File: src/rtl/nscu_pkg.sv
package nscu_pkg;

	localparam int IN_IDX_W   = 4;
	localparam int OUT_DIST_W = 16;
	localparam int CNT_W      = 4;
	localparam int CFG_IDX_W  = 3;
	localparam int CFG_DATA_W = 16;

	localparam logic [CFG_IDX_W-1:0] REG_MIN_UV  = 3'd0;
	localparam logic [CFG_IDX_W-1:0] REG_MIN_U   = 3'd1;
	localparam logic [CFG_IDX_W-1:0] REG_MAX_U   = 3'd2;
	localparam logic [CFG_IDX_W-1:0] REG_MIN_V   = 3'd3;
	localparam logic [CFG_IDX_W-1:0] REG_MAX_V   = 3'd4;
	localparam logic [CFG_IDX_W-1:0] REG_COUNT_U = 3'd5;
	localparam logic [CFG_IDX_W-1:0] REG_COUNT_V = 3'd6;

	localparam logic [OUT_DIST_W-1:0] RST_MIN_UV  = 16'd196;
	localparam logic [OUT_DIST_W-1:0] RST_MIN_U   = 16'd1;
	localparam logic [OUT_DIST_W-1:0] RST_MAX_U   = 16'd9;
	localparam logic [OUT_DIST_W-1:0] RST_MIN_V   = 16'd4;
	localparam logic [OUT_DIST_W-1:0] RST_MAX_V   = 16'd100;
	localparam logic [CNT_W-1:0]      RST_COUNT_U = 4'd5;
	localparam logic [CNT_W-1:0]      RST_COUNT_V = 4'd7;

	typedef struct packed {
		logic [OUT_DIST_W-1:0] min_uv;
		logic [OUT_DIST_W-1:0] min_u;
		logic [OUT_DIST_W-1:0] max_u;
		logic [OUT_DIST_W-1:0] min_v;
		logic [OUT_DIST_W-1:0] max_v;
		logic [CNT_W-1:0]      count_u;
		logic [CNT_W-1:0]      count_v;
	} nscu_cfg_t;

	typedef struct packed {
		logic write;
		logic start;
		logic scan_issue;
		logic caps_issue;
		logic load_out;
	} nscu_cmd_t;

	typedef struct packed {
		logic scan_last;
		logic caps_last;
	} nscu_stat_t;

endpackage

File: src/rtl/nscu_ctrl.sv
module nscu_ctrl import nscu_pkg::*; (
	input  logic       clk,
	input  logic       arst_n,
	input  logic       in_valid,
	input  logic       last,
	output logic       in_stall,
	output logic       out_valid,
	input  logic       out_stall,
	input  nscu_stat_t stat,
	output nscu_cmd_t  cmd
);

	typedef enum logic [5:0] {
		ST_IDLE     = 6'b000001,
		ST_SCAN     = 6'b000010,
		ST_SCAN_END = 6'b000100,
		ST_CAPS     = 6'b001000,
		ST_CAPS_END = 6'b010000,
		ST_DONE     = 6'b100000
	} state_t;

	state_t state_q, state_d;
	logic   out_valid_q;
	logic   in_accept;

	assign in_stall  = (state_q != ST_IDLE);
	assign in_accept = in_valid && !in_stall;
	assign out_valid = out_valid_q;

	always_comb begin
		state_d        = state_q;
		cmd            = '0;
		cmd.write      = in_accept;
		case (state_q)
			ST_IDLE: begin
				if (in_accept && last) begin
					cmd.start = 1'b1;
					state_d   = ST_SCAN;
				end
			end
			ST_SCAN: begin
				cmd.scan_issue = 1'b1;
				if (stat.scan_last) begin
					state_d = ST_SCAN_END;
				end
			end
			ST_SCAN_END: begin
				state_d = ST_CAPS;
			end
			ST_CAPS: begin
				cmd.caps_issue = 1'b1;
				if (stat.caps_last) begin
					state_d = ST_CAPS_END;
				end
			end
			ST_CAPS_END: begin
				state_d = ST_DONE;
			end
			ST_DONE: begin
				if (!out_valid_q || !out_stall) begin
					cmd.load_out = 1'b1;
					state_d      = ST_IDLE;
				end
			end
			default: begin
				state_d = ST_IDLE;
			end
		endcase
	end

	always_ff @(posedge clk or negedge arst_n) begin
		if (!arst_n) begin
			state_q     <= ST_IDLE;
			out_valid_q <= 1'b0;
		end else begin
			state_q <= state_d;
			if (cmd.load_out) begin
				out_valid_q <= 1'b1;
			end else if (!out_stall) begin
				out_valid_q <= 1'b0;
			end
		end
	end

endmodule

File: config.mk
export PLATFORM = sky130hd
export DESIGN_NAME = nscu_ctrl
export DESIGN_NICKNAME = d
export VERILOG_FILES = /design/src/rtl/nscu_pkg.sv /design/src/rtl/nscu_ctrl.sv
export SDC_FILE = /design/constraint.sdc
export NUM_CORES = 1
export LEC_CHECK = 0
export BUFFER_PORTS_ARGS = -buffer_cell sky130_fd_sc_hd__buf_2
export CAP_MARGIN = 5
export CORE_MARGIN = 10
export CORE_UTILIZATION = 35
export CTS_BUF_LIST = sky130_fd_sc_hd__clkbuf_16
export DETAILED_ROUTE_END_ITERATION = 12
export GPL_TIMING_DRIVEN = 0
export PLACE_DENSITY = 0.6
export SYNTH_ARGS = -nofsm -noshare
export SYNTH_HDL_FRONTEND = slang
export SYNTH_SLANG_ARGS = --single-unit
File: constraint.sdc
create_clock -name clk -period 1.7 [get_ports clk]
set_input_delay 0.17 -clock clk [delete_from_list [all_inputs] [get_ports clk]]
set_output_delay 0.17 -clock clk [all_outputs]
set_load 0.05 [all_outputs]
==> results of run 1 <==
==> power breakdown <==
part	switching [mW]	total, mW	internal [mW]
Combinational	0.388	0.728	0.340
Sequential	0.0414	0.255	0.214
Clock	0.0770	0.382	0.305
==> cells in the mapped netlist, types with 2 or more instances <==
cell	instances	area share
nand2b_1	4	0.055
nor2_1	4	0.033
inv_1	4	0.033
a21oi_1	4	0.044
or2b_1	2	0.033
or4_1	2	0.033
nand2_1	2	0.016
dfrtp_1	6	0.33
nor4_1	2	0.027
or4_4	2	0.049
==> state kept, by name, summed over array words and instances, names as in the netlist <==
signal / flops
out_valid: 1
state_q: 6
==> cell families (layout without fill, tap and decap cells) <==
family | Yosys count | in the layout | synth area share
AOI/OAI and AO/OA | 7 | 7 | 0.110
xor gates and xnor gates | 1 | 1 | 0.0192
buffers and inverters | 5 | 29 | 0.0494
DFF | 7 | 7 | 0.387
and+or+nand+nor | 27 | 27 | 0.434
==> through the flow <==
stage,std cells,hold slack (ns),setup slack (ns)
6_report,85,0.243,-0.115
5_1_grt,85,0.262,-0.167
4_1_cts,85,0.248,-0.121
3_5_place_dp,74,0.00350,-0.282
3_3_place_gp,74,0.00484,-0.253
2_1_floorplan,47,-0.126,-0.119
==> critical path: cells and delay by family, from the launching register on <==
kind          cells  cell delay (ns)
buf+inv           1             0.14
flops             1             0.41
simple gates      3             0.86
==> cell type report <==
| type | instances | share of cell area |
|---|---|---|
| Multi-Input combinational cell | 35 | 0.405 |
| Clock buffer | 3 | 0.0971 |
| Inverter | 4 | 0.0194 |
| Tap cell | 14 | 0.0227 |
| Sequential cell | 7 | 0.233 |
| Timing Repair Buffer | 21 | 0.218 |
| Clock inverter | 1 | 0.00485 |
==> routing by layer <==
metal	track usage	up-vias	wire, microns
li1	-	216	-
met1	0.0856	197	537
met2	0.129	8	563
met3	0.0228	0	54
met4	0.0307	0	0
met5	0	-	0
==> path summary, 6_finish.rpt <==
check                                              end  slack [ns]
worst max register to register  state_q[1]$_DFFE_PN0P_       -0.03
worst min register to register  state_q[5]$_DFFE_PN0P_        0.61
worst min-delay path            state_q[3]$_DFFE_PN0P_        0.24
worst max-delay path                            cmd[3]       -0.12
min in group asynchronous       state_q[1]$_DFFE_PN0P_        0.31
max in group asynchronous       state_q[0]$_DFFE_PN1P_        1.17
==> repair_timing <==
| item | in CTS | in global routing |
|---|---|---|
| hold endpoints to repair | 7 | 0 |
| setup buffers | 7 | 0 |
| resized for setup | 21 | 2 |
| gates cloned | 0 | 0 |
| pin swaps | 7 | 1 |
| hold buffers | 1 | 0 |
| endpoints found under the setup margin | 6 | 10 |
==> results_dict.tcl, run 1 <==
set metrics [dict create \
    firstDrtPassIters 3 \
    cts_buffers 3 \
    grt_pass1_wl_mm 2.05 \
    drive_gt1_frac 0.592 \
    drtIter0Drc 3 \
    yosysSeqAreaShare 0.387 \
    fin_skew_ns 0.000590 \
    grt_max_degree 8 \
    post-route-util 0.660 \
    hold_class "in -> reg" \
    cp-start-kind "flip-flop" \
    finalSetupViolCount 6 \
    final_max_slew_viol_count 0 \
    cp_data_required_time_ns 1.53 \
    setup.worst_path.start "state_q[4]$_DFFE_PN0P_" \
    syn_area_sq_um 455 \
    grt.total_usage 0.0762 \
    drc 0 \
    final_nets 79 \
    vias 421 \
    final_cell_mix "8 x buf_4, 7 x buf_2, 4 x or4_4, 4 x inv_1" \
    wl_per_cell_microns 13.6 \
    r2r_start "state_q[4]$_DFFE_PN0P_" \
    wirelength_mm 1.16 \
    relSlewSlack 0.819 \
    cts_sinks 7 \
    root_buffer "clkbuf_16" \
    async_reset_ff_frac 1.00 \
    overflow 0 \
    start_util 0.389 \
    p_per_area_nw_per_um2 1770 \
    crit_path_max_fanout 4 \
    tns_ns -0.479 \
    post-route-min-period_ns 1.82 \
    synth-seq-cells 7 \
    die_y_microns 56.1 \
    die_x_microns 56.1 \
    portBuffers 13 \
    vias_per_cell 4.95 \
    area_delta_synth_final_pct 69.8 \
    hold_depth 3 \
    clock_latency_ns 0.22 \
    slowest_delay_ns 0.56 \
    clockBufferDepth 2 \
    worstPathCellList "or4_4 -> nor2_4 -> and3_4 -> buf_8" \
    postPlaceCellArea_sq_um 561 \
    ys_warn_count 0 \
    synth_top_flop_cell "dfrtp_1" \
    violations "negative setup slack" \
    p_leak_nw 0.359 \
    antenna_cells 0 \
    hold_start "stat[0]" \
    critPathArrivalTime_ns 1.65 \
    seqCellArea_sq_um 180 \
    avgSynthCellArea_sq_um 9.69 \
    p_total_mw 1.36 \
    rows 12 \
    hold_viol 0 \
    antenna_found_initial 0 \
    fin_area_sq_um 773 \
    grt_pass1_vias 473 \
    htreeDepth 1 \
    fin_crit_sh 1.07 \
    reg2reg_depth 5 \
    die_area_sq_um 3140 \
    io_pins 14 \
    cap_violations 0 \
    max_freq_mhz 551 \
    tightest_slew_ns 0.268 \
    ys_types 25 \
    fill_cells 96 \
    setup_ws_ns -0.115 \
    tritoncts "built" \
    crit_slowest_cell "or4_4" \
    rsz0062_at_grt "true" \
    netlist_instances 47 \
    mostFrequentLayoutCell "buf_4" \
    core-area_sq_um 1170 \
    end_kind "output port" \
    place_hpwl_microns 869 \
    synth_nets 54 \
    status "finished with violations" \
    place_congestion 0.739 \
    path_clk_slew_ns 0.03 \
    ant_nets 0 \
    multi_input_area_sq_um 313 \
    irDropWorstVdd_mv 1.12 \
    crit_type "reg -> out" \
    synth_edf_count 0 \
]
(Power assumes the default switching activity.)
==> run 2: changes to the inputs <==
REMOVE_ABC_BUFFERS = 1   (was not set)
==> run 2 against run 1 <==
Compared with the run above:
- the run still ends with negative setup slack left
- largest cell class unchanged
- clock power rose by 6.8%
- critical endpoint is now cmd[1]
- hold slack got worse by 0.0049 ns
- combinational power rose by 11%
- highest routed layer is now met4
==> results_dict.tcl, run 2 (synthesis gave the netlist of run 1 again) <==
set metrics [dict create \
    irDropWorstVdd_mv 0.887 \
    overflow 0 \
    wirelength_mm 1.47 \
    grt_max_degree 8 \
    fin_skew_ns 0.0000677 \
    root_buffer "clkbuf_16" \
    start_util 0.389 \
    area_delta_synth_final_pct 75.3 \
    post-place-ws_ns -0.141 \
    cts_sinks 7 \
    mostFrequentLayoutCell "buf_4" \
    critPathArrivalTime_ns 1.67 \
    ant_nets 0 \
    p_leak_nw 0.373 \
    hold_class "in -> reg" \
    die_area_sq_um 3140 \
    die_x_microns 56.1 \
    cp_data_required_time_ns 1.53 \
    p_per_area_nw_per_um2 1850 \
    firstDrtPassIters 4 \
    end_kind "output port" \
    setup_ws_ns -0.136 \
    antenna_cells 0 \
    finalSetupViolCount 9 \
    place_hpwl_microns 817 \
    tightest_slew_ns 0.268 \
    rows 12 \
    grt_pass1_wl_mm 2.44 \
    final_nets 83 \
    relSlewSlack 0.821 \
    busiest_layer "met2" \
    portBuffers 13 \
    violations "negative setup slack" \
    antenna_found_initial 0 \
    final_cell_mix "11 x buf_4, 7 x buf_2, 5 x buf_6" \
    clockBufferDepth 2 \
    post-route-min-period_ns 1.84 \
    use_met2 0.164 \
    grt.total_usage 0.0959 \
    use_met1 0.0865 \
    vias_per_cell 5.22 \
    status "finished with violations" \
    die_y_microns 56.1 \
    tns_ns -0.821 \
    tritoncts "built" \
    cp-start-kind "flip-flop" \
    grt_pass1_vias 545 \
    max_freq_mhz 545 \
    drive_gt1_frac 0.653 \
    grt_util_met3 0.0501 \
    core-area_sq_um 1170 \
    regMostFlops "state_q" \
    cap_violations 0 \
    wl_per_cell_microns 16.5 \
    drtIter0Drc 7 \
    hold_viol 0 \
    largest_register_ff_count 6 \
    crit_path_max_fanout 4 \
    path_clk_slew_ns 0.04 \
    hold-worst-slack_ns 0.239 \
    clock_latency_ns 0.24 \
    io_pins 14 \
    htreeDepth 1 \
    vias 465 \
    crit_type "reg -> out" \
    final_max_slew_viol_count 0 \
    drc 0 \
    rsz0062_at_grt "true" \
    place_congestion 0.787 \
    cts_buffers 3 \
    fin_crit_sh 1.08 \
]
run 2: final timing paths:
check	from	slack (ns)	cells past startpoint	end
max	state_q[5]$_DFFE_PN0P_	-0.14	3	cmd[1]
min	stat[0]	0.24	3	state_q[3]$_DFFE_PN0P_
max reg2reg	state_q[5]$_DFFE_PN0P_	-0.10	6	state_q[0]$_DFFE_PN1P_
min reg2reg	state_q[1]$_DFFE_PN0P_	0.61	2	state_q[1]$_DFFE_PN0P_
max in group asynchronous	arst_n	1.18	2	state_q[0]$_DFFE_PN1P_
min in group asynchronous	arst_n	0.29	2	out_valid$_DFFE_PN0P_
run 2: report_power, final:
group          switching (mW)  internal (mW)
clock network          0.0989          0.309
registers              0.0457          0.213
logic                   0.413          0.393
total                   0.558          0.915
run 2: metrics by stage:
step,instance area (sq um),power (mW),util,cells
after global placement,531,0.746,0.453,73
after detailed placement,531,0.749,0.453,73
final,798,1.47,0.682,89
after floorplan,448,0.645,-,46
after CTS,766,1.40,0.654,86
after global routing,798,1.55,0.682,89
run 2: what timing repair did:
item                                    CTS  global route
gates resized for setup                  25             4
endpoints found under the setup margin    6            10
hold endpoints to repair                  7             0
hold buffers                              1             0
setup buffers                             8             3
pin swaps                                 9             6
run 2: area by class of cell:
type                       count  area [sq um]
clock buffer                   3          75.1
timing repair buffer          25           199
multi-input combinational     35           307
sequential                     7           180
tap                           14          17.5
inverter                       4          15.0
clock inverter                 1          5.00
fill                          88           373
run 2: critical path, cell delays in order, from the launching register on:
cell and delay (ns):
dfrtp_2 0.41, or4_4 0.56, nor3b_4 0.26, buf_6 0.19
run 2: per-layer routing:
metal,vias to the layer above,wire length (microns),part of all wire
li1,225,-,-
met1,228,549,0.37
met2,8,791,0.54
met3,4,86,0.059
met4,0,39,0.027
met5,-,0,0
